===== src/hw/rtl/iat_pkg.sv =====
package iat_pkg;

  localparam int StackDepthDef = 16;
  localparam int OFFSET_W = 24;
  localparam int LEN_W    = 16;
  localparam int LINE_W   = 16;
  localparam int CHAR_W   = 8;
  localparam int PREFIX_W = 40;

  typedef enum logic [4:0] {
    TK_NAME, TK_INT, TK_NEWLINE, TK_INDENT, TK_DEDENT, TK_END,
    TK_IF, TK_ELSE, TK_WHILE, TK_PRINT, TK_TRUE, TK_FALSE, TK_NOT, TK_AND, TK_OR,
    TK_EQUALS, TK_PLUS, TK_MINUS, TK_STAR, TK_LPAREN, TK_RPAREN, TK_COLON,
    TK_LESS, TK_GREATER, TK_EQEQ, TK_BANGEQ, TK_LESSEQ, TK_GREATEREQ
  } token_kind_t;

  typedef enum logic [1:0] {
    ERR_NONE, ERR_INDENT, ERR_CHAR, ERR_OVERFLOW
  } err_t;

  typedef enum logic [2:0] {
    PK_NONE, PK_INT, PK_NAME, PK_EQ, PK_LT, PK_GT, PK_BANG
  } pend_t;

  typedef enum logic [3:0] {
    ST_IDLE, ST_START, ST_LINE, ST_DED, ST_CHAR, ST_EFLUSH, ST_ENL, ST_EDED, ST_FINISH
  } state_t;

  typedef enum logic [4:0] {
    OP_NONE, OP_LATCH, OP_PAIR, OP_EXTEND, OP_FLUSH, OP_SPACE, OP_LSNL, OP_OVF,
    OP_PUSH, OP_DEDENT, OP_INCONS, OP_LSEND, OP_CHAR, OP_EOS_NL, OP_EOS_DED,
    OP_EOS_END, OP_RESET, OP_FINISH
  } op_t;

  typedef struct packed {
    logic eos;
    logic halted;
    logic pk_op;
    logic pk_run;
    logic c_eq;
    logic more;
    logic at_ls;
    logic c_space;
    logic c_nl;
    logic sc_gt;
    logic top_full;
    logic top_zero;
    logic sc_lt;
    logic sc_ne;
    logic need_nl;
    logic slot_ok;
    logic fin_ok;
  } status_t;

  typedef struct packed {
    token_kind_t         kind;
    logic [OFFSET_W-1:0] start;
    logic [LEN_W-1:0]    len;
    logic [LINE_W-1:0]   line;
    err_t                err;
  } res_t;

  // keyword bytes, first character in the low byte
  function automatic token_kind_t name_kind(input logic [PREFIX_W-1:0] p,
                                            input logic [LEN_W-1:0] n);
    token_kind_t k;
    k = TK_NAME;
    if (n == 16'd2 && p == 40'h000000_6669) k = TK_IF;
    if (n == 16'd4 && p == 40'h00_65736c65) k = TK_ELSE;
    if (n == 16'd5 && p == 40'h656c696877) k = TK_WHILE;
    if (n == 16'd5 && p == 40'h746e697270) k = TK_PRINT;
    if (n == 16'd4 && p == 40'h00_65757254) k = TK_TRUE;
    if (n == 16'd5 && p == 40'h65736c6146) k = TK_FALSE;
    if (n == 16'd3 && p == 40'h0000_746f6e) k = TK_NOT;
    if (n == 16'd3 && p == 40'h0000_646e61) k = TK_AND;
    if (n == 16'd2 && p == 40'h000000_726f) k = TK_OR;
    return k;
  endfunction

endpackage


===== src/hw/rtl/indentation_aware_tokenizer_core.sv =====
// Streaming tokenizer for an indentation-sensitive language. Each request is one
// source byte (in_command 0) or end of source (in_command 1); each result is a
// token with kind, byte offset, length and line, or a single error result, and
// out_last_of_run marks the final result of a request. A request holds in_ready
// low from acceptance while the controller steps (at most one token per step)
// and the one-deep result slot ahead of the output register drains into it;
// a dedent run or end-of-source flush adds a step for each closed indent level.
// Output back-pressure stalls the sequencer. After an error bytes are dropped
// until end of source, which returns the block to its reset state.
module indentation_aware_tokenizer_core #(
  parameter int STACK_DEPTH = iat_pkg::StackDepthDef
) (
  input  logic                          clk,
  input  logic                          rst_n,
  input  logic                          in_valid,
  output logic                          in_ready,
  input  logic                          in_command,
  input  logic [iat_pkg::CHAR_W-1:0]    in_char_code,
  output logic                          out_valid,
  input  logic                          out_ready,
  output logic [4:0]                    out_token_kind,
  output logic [iat_pkg::OFFSET_W-1:0]  out_token_start,
  output logic [iat_pkg::LEN_W-1:0]     out_token_length,
  output logic [iat_pkg::LINE_W-1:0]    out_token_line,
  output logic [1:0]                    out_error_code,
  output logic                          out_last_of_run
);
  import iat_pkg::*;

  status_t st;
  op_t     op;

  iat_ctrl u_ctrl (
    .clk      (clk),
    .rst_n    (rst_n),
    .in_valid (in_valid),
    .in_ready (in_ready),
    .st       (st),
    .op       (op)
  );

  iat_dp #(.STACK_DEPTH(STACK_DEPTH)) u_dp (
    .clk              (clk),
    .rst_n            (rst_n),
    .op               (op),
    .st               (st),
    .in_command       (in_command),
    .in_char_code     (in_char_code),
    .out_valid        (out_valid),
    .out_ready        (out_ready),
    .out_token_kind   (out_token_kind),
    .out_token_start  (out_token_start),
    .out_token_length (out_token_length),
    .out_token_line   (out_token_line),
    .out_error_code   (out_error_code),
    .out_last_of_run  (out_last_of_run)
  );

endmodule


===== src/hw/rtl/iat_ctrl.sv =====
module iat_ctrl (
  input  logic             clk,
  input  logic             rst_n,
  input  logic             in_valid,
  output logic             in_ready,
  input  iat_pkg::status_t st,
  output iat_pkg::op_t     op
);
  import iat_pkg::*;

  state_t state_r, state_nxt;

  always_ff @(posedge clk) begin
    if (!rst_n) state_r <= ST_IDLE;
    else        state_r <= state_nxt;
  end

  always_comb begin
    state_nxt = state_r;
    case (state_r)
      ST_IDLE: if (in_valid) state_nxt = ST_START;
      ST_START: begin
        if (st.slot_ok) begin
          if (st.eos) state_nxt = st.halted ? ST_FINISH : ST_EFLUSH;
          else if (st.halted) state_nxt = ST_FINISH;
          else if (st.pk_op && st.c_eq) state_nxt = ST_FINISH;
          else if (st.pk_run && st.more) state_nxt = ST_FINISH;
          else state_nxt = ST_LINE;
        end
      end
      ST_LINE: begin
        if (st.slot_ok) begin
          if (st.halted || !st.at_ls) state_nxt = ST_FINISH;
          else if (st.c_space || st.c_nl) state_nxt = ST_FINISH;
          else if (st.sc_gt) state_nxt = st.top_full ? ST_FINISH : ST_CHAR;
          else state_nxt = ST_DED;
        end
      end
      ST_DED: begin
        if (st.slot_ok && !(!st.top_zero && st.sc_lt))
          state_nxt = st.sc_ne ? ST_FINISH : ST_CHAR;
      end
      ST_CHAR:   if (st.slot_ok) state_nxt = ST_FINISH;
      ST_EFLUSH: if (st.slot_ok) state_nxt = ST_ENL;
      ST_ENL:    if (st.slot_ok) state_nxt = st.halted ? ST_FINISH : ST_EDED;
      ST_EDED:   if (st.slot_ok && st.top_zero) state_nxt = ST_FINISH;
      ST_FINISH: if (st.fin_ok) state_nxt = ST_IDLE;
      default:   state_nxt = ST_IDLE;
    endcase
  end

  always_comb begin
    op = OP_NONE;
    in_ready = 1'b0;
    case (state_r)
      ST_IDLE: begin
        in_ready = 1'b1;
        if (in_valid) op = OP_LATCH;
      end
      ST_START: begin
        if (st.slot_ok) begin
          if (st.eos) begin
            if (st.halted) op = OP_RESET;
          end else if (!st.halted) begin
            if (st.pk_op) op = st.c_eq ? OP_PAIR : OP_FLUSH;
            else if (st.pk_run) op = st.more ? OP_EXTEND : OP_FLUSH;
          end
        end
      end
      ST_LINE: begin
        if (st.slot_ok && !st.halted) begin
          if (!st.at_ls) op = OP_CHAR;
          else if (st.c_space) op = OP_SPACE;
          else if (st.c_nl) op = OP_LSNL;
          else if (st.sc_gt) op = st.top_full ? OP_OVF : OP_PUSH;
        end
      end
      ST_DED: begin
        if (st.slot_ok) begin
          if (!st.top_zero && st.sc_lt) op = OP_DEDENT;
          else op = st.sc_ne ? OP_INCONS : OP_LSEND;
        end
      end
      ST_CHAR:   if (st.slot_ok) op = OP_CHAR;
      ST_EFLUSH: if (st.slot_ok) op = OP_FLUSH;
      ST_ENL: begin
        if (st.slot_ok) begin
          if (st.halted) op = OP_RESET;
          else if (st.need_nl) op = OP_EOS_NL;
        end
      end
      ST_EDED:   if (st.slot_ok) op = st.top_zero ? OP_EOS_END : OP_EOS_DED;
      ST_FINISH: if (st.fin_ok) op = OP_FINISH;
      default:   op = OP_NONE;
    endcase
  end

endmodule


===== src/hw/rtl/iat_dp.sv =====
module iat_dp #(
  parameter int STACK_DEPTH = iat_pkg::StackDepthDef
) (
  input  logic                          clk,
  input  logic                          rst_n,
  input  iat_pkg::op_t                  op,
  output iat_pkg::status_t              st,
  input  logic                          in_command,
  input  logic [iat_pkg::CHAR_W-1:0]    in_char_code,
  output logic                          out_valid,
  input  logic                          out_ready,
  output logic [4:0]                    out_token_kind,
  output logic [iat_pkg::OFFSET_W-1:0]  out_token_start,
  output logic [iat_pkg::LEN_W-1:0]     out_token_length,
  output logic [iat_pkg::LINE_W-1:0]    out_token_line,
  output logic [1:0]                    out_error_code,
  output logic                          out_last_of_run
);
  import iat_pkg::*;

  localparam int TW = $clog2(STACK_DEPTH);
  localparam logic [TW-1:0] TopMax = TW'(STACK_DEPTH - 1);

  logic                cmd_r, cmd_nxt;
  logic [CHAR_W-1:0]   c_r, c_nxt;
  logic [LEN_W-1:0]    lvl_r [STACK_DEPTH];
  logic [TW-1:0]       top_r, top_nxt;
  logic                at_ls_r, at_ls_nxt;
  logic [LEN_W-1:0]    sc_r, sc_nxt;
  pend_t               pk_r, pk_nxt;
  logic [OFFSET_W-1:0] ps_r, ps_nxt;
  logic [LEN_W-1:0]    pl_r, pl_nxt;
  logic [LINE_W-1:0]   pline_r, pline_nxt;
  logic [PREFIX_W-1:0] np_r, np_nxt;
  logic [LINE_W-1:0]   line_r, line_nxt;
  logic [OFFSET_W-1:0] off_r, off_nxt;
  logic                any_r, any_nxt;
  logic                lastnl_r, lastnl_nxt;
  logic                halted_r, halted_nxt;
  logic                hold_v_r, hold_v_nxt;
  res_t                hold_r, hold_nxt;
  logic                out_v_r, out_v_nxt;
  res_t                out_r, out_nxt;
  logic                last_r, last_nxt;

  logic          emit, adv, do_reset, lvl_we;
  res_t          e;
  logic [LEN_W-1:0] lvl_top;
  logic          is_digit, is_alpha, out_free;

  assign lvl_top  = (top_r == '0) ? '0 : lvl_r[top_r];
  assign is_digit = c_r inside {[8'h30:8'h39]};
  assign is_alpha = (c_r inside {[8'h61:8'h7a], [8'h41:8'h5a]}) || c_r == 8'h5f;
  assign out_free = !out_v_r || out_ready;

  always_comb begin
    st          = '0;
    st.eos      = cmd_r;
    st.halted   = halted_r;
    st.pk_op    = pk_r inside {PK_EQ, PK_LT, PK_GT, PK_BANG};
    st.pk_run   = pk_r inside {PK_INT, PK_NAME};
    st.c_eq     = c_r == 8'h3d;
    st.more     = (pk_r == PK_INT) ? is_digit : (is_alpha || is_digit);
    st.at_ls    = at_ls_r;
    st.c_space  = c_r == 8'h20;
    st.c_nl     = c_r == 8'h0a;
    st.sc_gt    = sc_r > lvl_top;
    st.top_full = top_r == TopMax;
    st.top_zero = top_r == '0;
    st.sc_lt    = sc_r < lvl_top;
    st.sc_ne    = sc_r != lvl_top;
    st.need_nl  = any_r && !lastnl_r;
    st.slot_ok  = !hold_v_r || out_free;
    st.fin_ok   = !hold_v_r || out_free;
  end

  always_comb begin
    cmd_nxt = cmd_r;  c_nxt = c_r;  top_nxt = top_r;  at_ls_nxt = at_ls_r;
    sc_nxt = sc_r;  pk_nxt = pk_r;  ps_nxt = ps_r;  pl_nxt = pl_r;
    pline_nxt = pline_r;  np_nxt = np_r;  line_nxt = line_r;  off_nxt = off_r;
    any_nxt = any_r;  lastnl_nxt = lastnl_r;  halted_nxt = halted_r;
    emit = 1'b0;  adv = 1'b0;  do_reset = 1'b0;  lvl_we = 1'b0;
    e = '{kind: TK_NAME, start: off_r, len: '0, line: line_r, err: ERR_NONE};
    case (op)
      OP_LATCH: begin
        cmd_nxt = in_command;
        c_nxt   = in_char_code;
      end
      OP_PAIR: begin
        emit = 1'b1;
        e.start = ps_r;  e.line = pline_r;  e.len = 16'd2;
        case (pk_r)
          PK_EQ:   e.kind = TK_EQEQ;
          PK_LT:   e.kind = TK_LESSEQ;
          PK_GT:   e.kind = TK_GREATEREQ;
          default: e.kind = TK_BANGEQ;
        endcase
        pk_nxt = PK_NONE;
        adv = 1'b1;
      end
      OP_EXTEND: begin
        if (pk_r == PK_NAME && pl_r < 16'd5)
          np_nxt = np_r | (PREFIX_W'(c_r) << {pl_r[2:0], 3'b000});
        if (pl_r != '1) pl_nxt = pl_r + 1'b1;
        adv = 1'b1;
      end
      OP_FLUSH: begin
        pk_nxt = PK_NONE;
        e.start = ps_r;  e.line = pline_r;  e.len = 16'd1;
        case (pk_r)
          PK_INT:  begin emit = 1'b1; e.kind = TK_INT; e.len = pl_r; end
          PK_NAME: begin emit = 1'b1; e.kind = name_kind(np_r, pl_r); e.len = pl_r; end
          PK_EQ:   begin emit = 1'b1; e.kind = TK_EQUALS; end
          PK_LT:   begin emit = 1'b1; e.kind = TK_LESS; end
          PK_GT:   begin emit = 1'b1; e.kind = TK_GREATER; end
          PK_BANG: begin emit = 1'b1; e.err = ERR_CHAR; e.len = '0; end
          default: emit = 1'b0;
        endcase
      end
      OP_SPACE: begin
        if (sc_r != '1) sc_nxt = sc_r + 1'b1;
        adv = 1'b1;
      end
      OP_LSNL: begin
        emit = 1'b1;  e.kind = TK_NEWLINE;
        if (line_r != '1) line_nxt = line_r + 1'b1;
        sc_nxt = '0;
        adv = 1'b1;
      end
      OP_OVF: begin
        emit = 1'b1;  e.err = ERR_OVERFLOW;
      end
      OP_PUSH: begin
        emit = 1'b1;  e.kind = TK_INDENT;
        top_nxt = top_r + 1'b1;
        lvl_we = 1'b1;
        at_ls_nxt = 1'b0;
        sc_nxt = '0;
      end
      OP_DEDENT, OP_EOS_DED: begin
        emit = 1'b1;  e.kind = TK_DEDENT;
        top_nxt = top_r - 1'b1;
      end
      OP_INCONS: begin
        emit = 1'b1;  e.err = ERR_INDENT;
      end
      OP_LSEND: begin
        at_ls_nxt = 1'b0;
        sc_nxt = '0;
      end
      OP_CHAR: begin
        adv = 1'b1;
        e.len = 16'd1;
        if (c_r == 8'h20 || c_r == 8'h09) begin
          adv = 1'b1;
        end else if (c_r == 8'h0a) begin
          emit = 1'b1;  e.kind = TK_NEWLINE;  e.len = '0;
          if (line_r != '1) line_nxt = line_r + 1'b1;
          at_ls_nxt = 1'b1;
        end else if (is_digit || is_alpha || c_r inside {8'h3d, 8'h3c, 8'h3e, 8'h21}) begin
          ps_nxt = off_r;  pl_nxt = 16'd1;  pline_nxt = line_r;
          if (is_digit) pk_nxt = PK_INT;
          else if (is_alpha) begin
            pk_nxt = PK_NAME;
            np_nxt = PREFIX_W'(c_r);
          end else if (c_r == 8'h3d) pk_nxt = PK_EQ;
          else if (c_r == 8'h3c) pk_nxt = PK_LT;
          else if (c_r == 8'h3e) pk_nxt = PK_GT;
          else pk_nxt = PK_BANG;
        end else begin
          emit = 1'b1;
          case (c_r)
            8'h2b:   e.kind = TK_PLUS;
            8'h2d:   e.kind = TK_MINUS;
            8'h2a:   e.kind = TK_STAR;
            8'h28:   e.kind = TK_LPAREN;
            8'h29:   e.kind = TK_RPAREN;
            8'h3a:   e.kind = TK_COLON;
            default: begin
              e.err = ERR_CHAR;  e.len = '0;  adv = 1'b0;
            end
          endcase
        end
      end
      OP_EOS_NL: begin
        emit = 1'b1;  e.kind = TK_NEWLINE;
      end
      OP_EOS_END: begin
        emit = 1'b1;  e.kind = TK_END;
        do_reset = 1'b1;
      end
      OP_RESET: do_reset = 1'b1;
      default: emit = 1'b0;
    endcase

    if (emit) begin
      if (e.err == ERR_NONE) begin
        any_nxt = 1'b1;
        lastnl_nxt = e.kind == TK_NEWLINE;
      end else begin
        halted_nxt = 1'b1;
      end
    end
    if (adv && off_r != '1) off_nxt = off_r + 1'b1;

    if (do_reset) begin
      top_nxt = '0;  at_ls_nxt = 1'b1;  sc_nxt = '0;  pk_nxt = PK_NONE;
      ps_nxt = '0;  pl_nxt = '0;  pline_nxt = LINE_W'(1);  np_nxt = '0;
      line_nxt = LINE_W'(1);  off_nxt = '0;  any_nxt = 1'b0;
      lastnl_nxt = 1'b0;  halted_nxt = 1'b0;
    end
  end

  // one-result holding slot so the final result of a request can be flagged
  always_comb begin
    hold_v_nxt = hold_v_r;
    hold_nxt   = hold_r;
    out_v_nxt  = out_v_r && !out_ready;
    out_nxt    = out_r;
    last_nxt   = last_r;
    if (emit) begin
      if (hold_v_r) begin
        out_v_nxt = 1'b1;
        out_nxt   = hold_r;
        last_nxt  = 1'b0;
      end
      hold_nxt   = e;
      hold_v_nxt = 1'b1;
    end else if (op == OP_FINISH && hold_v_r) begin
      out_v_nxt  = 1'b1;
      out_nxt    = hold_r;
      last_nxt   = 1'b1;
      hold_v_nxt = 1'b0;
    end
  end

  always_ff @(posedge clk) begin
    if (!rst_n) begin
      top_r <= '0;  at_ls_r <= 1'b1;  sc_r <= '0;  pk_r <= PK_NONE;
      ps_r <= '0;  pl_r <= '0;  pline_r <= LINE_W'(1);  np_r <= '0;
      line_r <= LINE_W'(1);  off_r <= '0;  any_r <= 1'b0;  lastnl_r <= 1'b0;
      halted_r <= 1'b0;  hold_v_r <= 1'b0;  out_v_r <= 1'b0;  cmd_r <= 1'b0;
    end else begin
      top_r <= top_nxt;  at_ls_r <= at_ls_nxt;  sc_r <= sc_nxt;  pk_r <= pk_nxt;
      ps_r <= ps_nxt;  pl_r <= pl_nxt;  pline_r <= pline_nxt;  np_r <= np_nxt;
      line_r <= line_nxt;  off_r <= off_nxt;  any_r <= any_nxt;
      lastnl_r <= lastnl_nxt;  halted_r <= halted_nxt;  hold_v_r <= hold_v_nxt;
      out_v_r <= out_v_nxt;  cmd_r <= cmd_nxt;
    end
  end

  always_ff @(posedge clk) begin
    c_r    <= c_nxt;
    hold_r <= hold_nxt;
    out_r  <= out_nxt;
    last_r <= last_nxt;
    if (lvl_we) lvl_r[top_nxt] <= sc_r;
  end

  assign out_valid        = out_v_r;
  assign out_token_kind   = out_r.kind;
  assign out_token_start  = out_r.start;
  assign out_token_length = out_r.len;
  assign out_token_line   = out_r.line;
  assign out_error_code   = out_r.err;
  assign out_last_of_run  = last_r;

endmodule


===== config.mk =====
export PLATFORM = sky130hd
export DESIGN_NAME = indentation_aware_tokenizer_core
export DESIGN_NICKNAME = d
export VERILOG_FILES = /design/src/hw/rtl/iat_pkg.sv /design/src/hw/rtl/indentation_aware_tokenizer_core.sv /design/src/hw/rtl/iat_ctrl.sv /design/src/hw/rtl/iat_dp.sv
export SDC_FILE = /design/constraint.sdc
export NUM_CORES = 1
export LEC_CHECK = 0
export ABC_AREA = 1
export BUFFER_PORTS_ARGS = -buffer_cell sky130_fd_sc_hd__buf_2
export CAP_MARGIN = 20
export CELL_PAD_IN_SITES_DETAIL_PLACEMENT = 0
export CELL_PAD_IN_SITES_GLOBAL_PLACEMENT = 2
export CORE_UTILIZATION = 40
export DETAILED_ROUTE_END_ITERATION = 8
export MAX_ROUTING_LAYER = met4
export PLACE_DENSITY_LB_ADDON = 0.1
export SETUP_SLACK_MARGIN = 0.15
export SLEW_MARGIN = 20
export SYNTH_ARGS = -nofsm -noshare
export SYNTH_HDL_FRONTEND = slang
export SYNTH_SLANG_ARGS = --single-unit

===== constraint.sdc =====
create_clock -name clk -period 7.8 [get_ports clk]
set_clock_uncertainty 0.2 [all_clocks]
set_input_delay 0.39 -clock clk [delete_from_list [all_inputs] [get_ports clk]]
set_output_delay 0.39 -clock clk [all_outputs]
set_load 0.03 [all_outputs]

# Yosys cells after proc, flatten, opt, wreduce, memory -nomap -nowiden
# Memory sizes are Yosys's and may differ from the RTL's. A register that Yosys moved wholly into a read port is not among the register bits.
# Index checks and enable logic that the tools add are counted.
[word_totals]
ff_bits = 305
ramBits = 256
inputBits = 13
output_inout_bits = 66
elab_cells = 349
memories = 1
[op_classes]
n_addsub = 6
n_lt_le_gt_ge = 9
eq_ne = 84
shift = 1
n_mux = 139
bitwise_logic = 5
reduce_logical = 75
[memory_table]
columns = ["memory", "words", "width", "rd", "rd_clocked_by_memory_dff", "wr", "line", "text"]
rows = [
  ["u_dp.lvl_r", 16, 16, 1, 1, 1, "iat_dp.sv:26", "logic [LEN_W-1:0] lvl_r [STACK_DEPTH];"],
]
[ops]
columns = ["op", "n"]
rows = [
  ["40-bit 2-to-1 mux", 6],
  ["16-bit 2-to-1 mux", 13],
  ["63-bit 2-to-1 mux", 3],
  ["16-bit one-hot mux with 2 select lines", 4],
  ["4-bit 2-to-1 mux", 31],
  ["40-bit by 39-bit == test with 1-bit output, second input constant", 3],
  ["5-bit 2-to-1 mux", 21],
  ["8-bit by 6-bit == test with 1-bit output, second input constant", 11],
  ["40-bit by 15-bit == test with 1-bit output, second input constant", 2],
  ["40-bit by 23-bit == test with 1-bit output, second input constant", 2],
  ["40-bit by 31-bit == test with 1-bit output, second input constant", 2],
  ["40-bit one-hot mux with 2 select lines", 1],
  ["16-bit by 1-bit adder with 16-bit output, second input constant", 3],
  ["16-bit != test, second input constant", 3],
  ["16-bit one-hot mux with 3 select lines", 1],
  ["5-bit one-hot mux with 9 select lines", 1],
  ["5-bit by 4-bit == test with 1-bit output, second input constant", 8],
  ["40-bit OR", 1],
  ["8-bit by 6-bit left shift with 40-bit output", 1],
  ["3-bit 2-to-1 mux", 12],
  ["4-bit one-hot mux with 9 select lines", 1],
  ["5-bit one-hot mux with 7 select lines", 1],
  ["16-bit by 2-bit == test with 1-bit output, second input constant", 2],
  ["16-bit by 3-bit == test with 1-bit output, second input constant", 2],
  ["other kinds (57)", 184],
]

# Longest topological paths before layout
[logic_depth]
depth_word = 18
ltp_mapped = 38
mapped_depth_nobuf = 36

# Cells and area by module
# From an unflattened synthesis, not the netlist that was laid out.
[unflattened]
cells_unflattened = 2658
hier_area_um2 = 24892.6
[modules_own_cells]
columns = ["mod", "n_inst", "cells_each", "area_per_inst_um2", "seq_area_each_um2"]
rows = [
  ["iat_dp", 1, 2520, 24214.5, 15064.4],
  ["iat_ctrl", 1, 138, 678.2, 80.1],
]

# Least setup slack after synthesis
# No wires, ideal clock.
[synth_timing]
kind = "register to register"
from = "register u_dp.top_r[0]"
to = "memory u_dp.lvl_r[8][0] (enable)"
setup_time_ps = 388
arrival_time_ps = 4980
required_ps = 7212
path_slack_ps = 2232
path_stages_with_launch = 30
n_path_buf = 3
synth_period_minus_slack_ps = 5568
path_cell_list = "dfxtp_1 > clkbuf_1 > clkbuf_1 > clkbuf_1 > nor2_1 > o22ai_1 > nand2_1 > o2111ai_1 > nand3_1 > ha_1 > a21oi_1 > nand2_1 > a21oi_1 > nand2_1 > nand3_1 > nand2_1 > a21oi_1 > nor2_4 > nand3_1 > nand2_2 > ha_1 > nand2_1 > nor2_1 > a211oi_1 > nand2_1 > o211ai_1 > nand2_1 > inv_2 > nand3_1 > nor2_1"
[synth_between]
elab_chain_cells = 13
word_cells_on_any_way = 35
classes_between = "add/sub (2); order compare (2); eq/ne (7); mux (19); reduce/logical (5)"
[synth_rtl]
columns = ["item", "line", "text"]
rows = [
  ["start, declared", "iat_dp.sv:27", "logic [TW-1:0] top_r, top_nxt;"],
  ["start signal, assigned", "iat_dp.sv:244", "top_r <= top_nxt; at_ls_r <= at_ls_nxt; sc_r <= sc_nxt; pk_r <= pk_nxt;"],
  ["4-bit zero test", "iat_dp.sv:51, iat_dp.sv:69", ""],
  ["16-bit 2-to-1 mux", "iat_dp.sv:51", "assign lvl_top = (top_r == '0) ? '0 : lvl_r[top_r];"],
  ["16-bit > comparator", "iat_dp.sv:67", "st.sc_gt = sc_r > lvl_top;"],
  ["5-bit 2-to-1 mux", "iat_ctrl.sv:75", "else if (st.sc_gt) op = st.top_full ? OP_OVF : OP_PUSH;"],
  ["5-bit 2-to-1 mux", "iat_ctrl.sv:74", "else if (st.c_nl) op = OP_LSNL;"],
  ["5-bit 2-to-1 mux", "iat_ctrl.sv:73", "else if (st.c_space) op = OP_SPACE;"],
  ["5-bit 2-to-1 mux", "iat_ctrl.sv:72", "if (!st.at_ls) op = OP_CHAR;"],
  ["5-bit 2-to-1 mux", "iat_ctrl.sv:71", "if (st.slot_ok && !st.halted) begin"],
  ["5-bit one-hot mux with 9 select lines", "iat_ctrl.sv:55", "case (state_r)"],
  ["5-bit by 4-bit == test with 1-bit output / 5-bit == test (equally long branches)", "iat_dp.sv:84", "case (op)"],
  ["2-bit OR reduction (tied with other cells)", "iat_dp.sv:84", ""],
  ["4-bit one-hot mux with 2 select lines (tied with other cells)", "iat_dp.sv:84", ""],
  ["4-bit 2-to-1 mux / 1-bit 2-to-1 mux (equally long branches)", "iat_dp.sv:206, iat_dp.sv:257", ""],
  ["end, declared", "iat_dp.sv:26", ""],
]
# Parallel ways exist; a longest one is shown, timed or not.

# Final worst setup path
[layout_timing]
from = "register u_dp.top_r[1]"
to = "memory u_dp.lvl_r[5][10] (enable)"
# The elaborated chain is that of the path after synthesis.

==> results.sh <==
export IMPL_antenna_found_initial=0
export IMPL_p_leak_nw=9.86
export IMPL_dp_hpwl_um=47400
export IMPL_grt_use_total=0.227
export IMPL_slew_headroom=0.298
export IMPL_power_frac_seq=0.433
export IMPL_ys_ff_latch=561
export IMPL_root_buffer="clkbuf_16"
export IMPL_drv_cap=0
export IMPL_vias_per_cell=5.21
export IMPL_syn_inst=2670
export IMPL_max_freq_ghz=0.157
export IMPL_drt_iter0_drc=1283
export IMPL_die_h_um=254
export IMPL_fp_row_count=91
export IMPL_yosysWarnings=0
export IMPL_ios=79
export IMPL_worst_setup_path_type="reg -> reg"
export IMPL_worst_path_max_delay_cell="nor2_2"
export IMPL_numCtsBuffers=61
export IMPL_worst_setup_path_start_kind="flip-flop"
export IMPL_cellPowerDensity_nw_per_um2=299
export IMPL_grt_pass1_vias=18700
export IMPL_slew_viol_final=0
export IMPL_routedWlPerCell_um=19.3
export IMPL_required_ns=7.85
export IMPL_min_period_ns=6.36
export IMPL_power_w=0.00859
export IMPL_dr_pass1_iters=6
export IMPL_ant_nets=0
export IMPL_path_clk_slew_ns=0.06
export IMPL_dr_total_vias=19000
export IMPL_hold_viol=0
export IMPL_drive_above_1_share=0.116
export IMPL_ir_drop_mv=0.203
export IMPL_setup_viol=0
export IMPL_path_delay_family="simple AND/OR/NAND/NOR gates"
export IMPL_h_tree_depth=2
export IMPL_rsz0062_at_grt="no"
export IMPL_cp_data_arrival_time_ns=6.42
export IMPL_place_congestion=0.869
export IMPL_tightest_slew_ns=1.05
export IMPL_outcome="completed"
export IMPL_area_growth_pct=13.6
export IMPL_wl_um=70300
export IMPL_period_share=0.816
export IMPL_hp_class="in -> reg"
export IMPL_swShare=0.335
export IMPL_power_frac_clock=0.328
export IMPL_core_um2=62200
export IMPL_crit_top_cell="nand2_1"
export IMPL_syn_area_per_cell_um2=9.48
export IMPL_start_util=0.407
export IMPL_finalCoreUtilization=0.463
export IMPL_crit_path_end_kind="flip-flop"
export IMPL_grt_ovfl_total=0
export IMPL_setup_tns_ns=0
export IMPL_cp_max_fo=54
export IMPL_clockBufferDepth=3
export IMPL_grt_pass1_wl_um=109000
export IMPL_worst_skew_pair_late_latency_ns=0.64
export IMPL_cts_resized=0
export IMPL_finalNetCount=2799
export IMPL_comb_power_share=0.239
export IMPL_drc=0
export IMPL_cts_tree="done"
export IMPL_port_buffers=78
export IMPL_cpPeakStageDelay_ns=0.70
export IMPL_syn_nets=2710
export IMPL_switchingPower_w=0.00287
export IMPL_yosysUniqueCellTypes=55
export IMPL_diodes=0
export IMPL_yosysSeqAreaShare=0.598
export IMPL_die_w_um=254
export IMPL_grt_max_degree=89
export IMPL_netlist_area_um2=25300
export IMPL_path_buf_inv=1
export IMPL_intPower_w=0.00571
export IMPL_cts_sinks=561
export IMPL_design_die_area_um2=64300
==> kinds of logic after synthesis <==
logic type / count (synthesis) / synth area share
adder cells (fa/ha/maj): 27 / 0.0136
AND/OR/NAND/NOR: 1143 / 0.195
buffers and inverters: 347 / 0.0562
flip-flops: 561 / 0.598
AO/OA/AOI/OAI: 542 / 0.120
XOR/XNOR: 50 / 0.0173
==> layout make-up <==
class                           instances  area [um^2]
Tap cell                              837         1050
Multi-Input combinational cell       1762         8800
Sequential cell                       561        15100
Timing Repair Buffer                  141          908
Clock inverter                         30          241
Clock buffer                           86         1730
Inverter                              232          872
Fill cell                            6033        33400
==> per-stage QoR <==
stage,hold WS [ns],cells,instance area (um^2),worst slack (ns)
finish,0.0979,3649,28800,1.44
global route,0.0955,3649,28800,0.731
CTS,0.0636,3649,28800,1.37
detailed placement,0.205,3520,26600,1.39
global placement,0.203,3520,26600,1.43
floorplan,0.200,2670,25300,2.23
==> per-layer routing <==
layer | global-route usage | vias up | part of all wire
met1 | 0.298 | 9157 | 0.46
li1 | - | 9366 | -
met2 | 0.377 | 428 | 0.48
met3 | 0.0336 | 70 | 0.047
met5 | - | - | 0
met4 | 0.0421 | 0 | 0.014
==> synth_stat cells, drive strengths merged <==
library cell | number | area, um^2
o221ai | 24 | 210
o311ai | 1 | 8.76
o211ai | 16 | 120
nor4 | 12 | 90.1
a31o | 1 | 8.76
edfxtp | 391 | 11700
clkinv | 3 | 11.3
a21oi | 164 | 832
o2111ai | 13 | 114
clkbuf | 78 | 293
a21boi | 1 | 7.51
nor3 | 63 | 332
ha | 26 | 325
nand2 | 482 | 1880
nor2 | 428 | 1720
nor3b | 3 | 22.5
inv | 229 | 860
xnor2 | 9 | 78.8
a21o | 2 | 15.0
a41oi | 1 | 8.76
buf | 37 | 258
a211oi | 1 | 7.51
nand4 | 37 | 246
dfxtp | 170 | 3400
and3 | 1 | 6.26
o21ai | 269 | 1370
a2111oi | 1 | 8.76
o22ai | 27 | 169
fa | 1 | 20.0
o41ai | 1 | 8.76
nand3b | 3 | 22.5
nand3 | 114 | 601
a31oi | 5 | 31.3
xor2 | 41 | 359
o31ai | 4 | 30.0
o21a | 10 | 75.1
a311o | 1 | 10.0
==> final timing paths <==
kind | startpoint | end | slack [ns] | depth (start not counted)
setup / recovery | u_dp.top_r[1] | u_dp.lvl_r[5][10] | 1.44 | 27
hold / removal | in_valid | u_ctrl.state_r[2] | 0.1 | 4
setup reg to reg | u_dp.top_r[1] | u_dp.lvl_r[5][10] | 1.44 | 27
hold reg to reg | u_dp.hold_r[25] | u_dp.out_token_length[7] | 0.20 | 0
==> state kept, by name, summed over array words and instances, names as in the netlist, 24 cells and up <==
register,count
u_dp.lvl_r,256
u_dp.hold_r,63
u_dp.np_r,40
u_dp.off_r,24
u_dp.out_token_start,24
u_dp.ps_r,24
==> power by group through the flow <==
| stage | Sequential, W | Clock, W | Combinational [W] |
|---|---|---|---|
| after floorplan | 0.00374 | 0 | 0.00141 |
| after global placement | 0.00378 | 0 | 0.00206 |
| after detailed placement | 0.00378 | 0 | 0.00207 |
| after CTS | 0.00372 | 0.00288 | 0.00209 |
| after global routing | 0.00374 | 0.00299 | 0.00230 |
| final | 0.00372 | 0.00281 | 0.00206 |
==> placed cells by master (no fill, tap or decap), types with 5 or more instances in the layout <==
cell type	n
nand3_1	108
nand2_4	5
buf_2	78
nor4_1	11
xnor2_1	9
nor2_1	391
clkbuf_1	16
a21oi_1	161
nor2_4	9
nor3_1	61
nand3_2	6
o21ai_0	260
clkbuf_8	7
clkinv_1	12
dfxtp_1	168
inv_1	203
dlygate4sd3_1	13
o21ai_1	5
clkinv_2	13
a31oi_1	5
inv_2	25
edfxtp_1	391
buf_4	49
nand2_1	459
nand4_1	36
nor2_2	26
o2111ai_1	13
clkbuf_16	63
xor2_1	41
o211ai_1	16
clkinvlp_4	5
o221ai_1	24
nand2_2	18
o21a_1	10
ha_1	26
o22ai_1	27
==> worst register-to-register path, delay by kind of cell (launching register included) <==
family                     cells  cell delay, ns
DFF                            1            0.34
buffers and inverters          1            0.56
adders and majority gates      2            0.66
and+or+nand+nor               14            2.21
AOI/OAI and AO/OA             10            2.01
==> repair_timing <==
action / in CTS / in global routing
hold buffers: 13 / 0
setup buffers: 0 / 0
hold endpoints to repair: 15 / 0
Power figures use the tool's default switching activity.
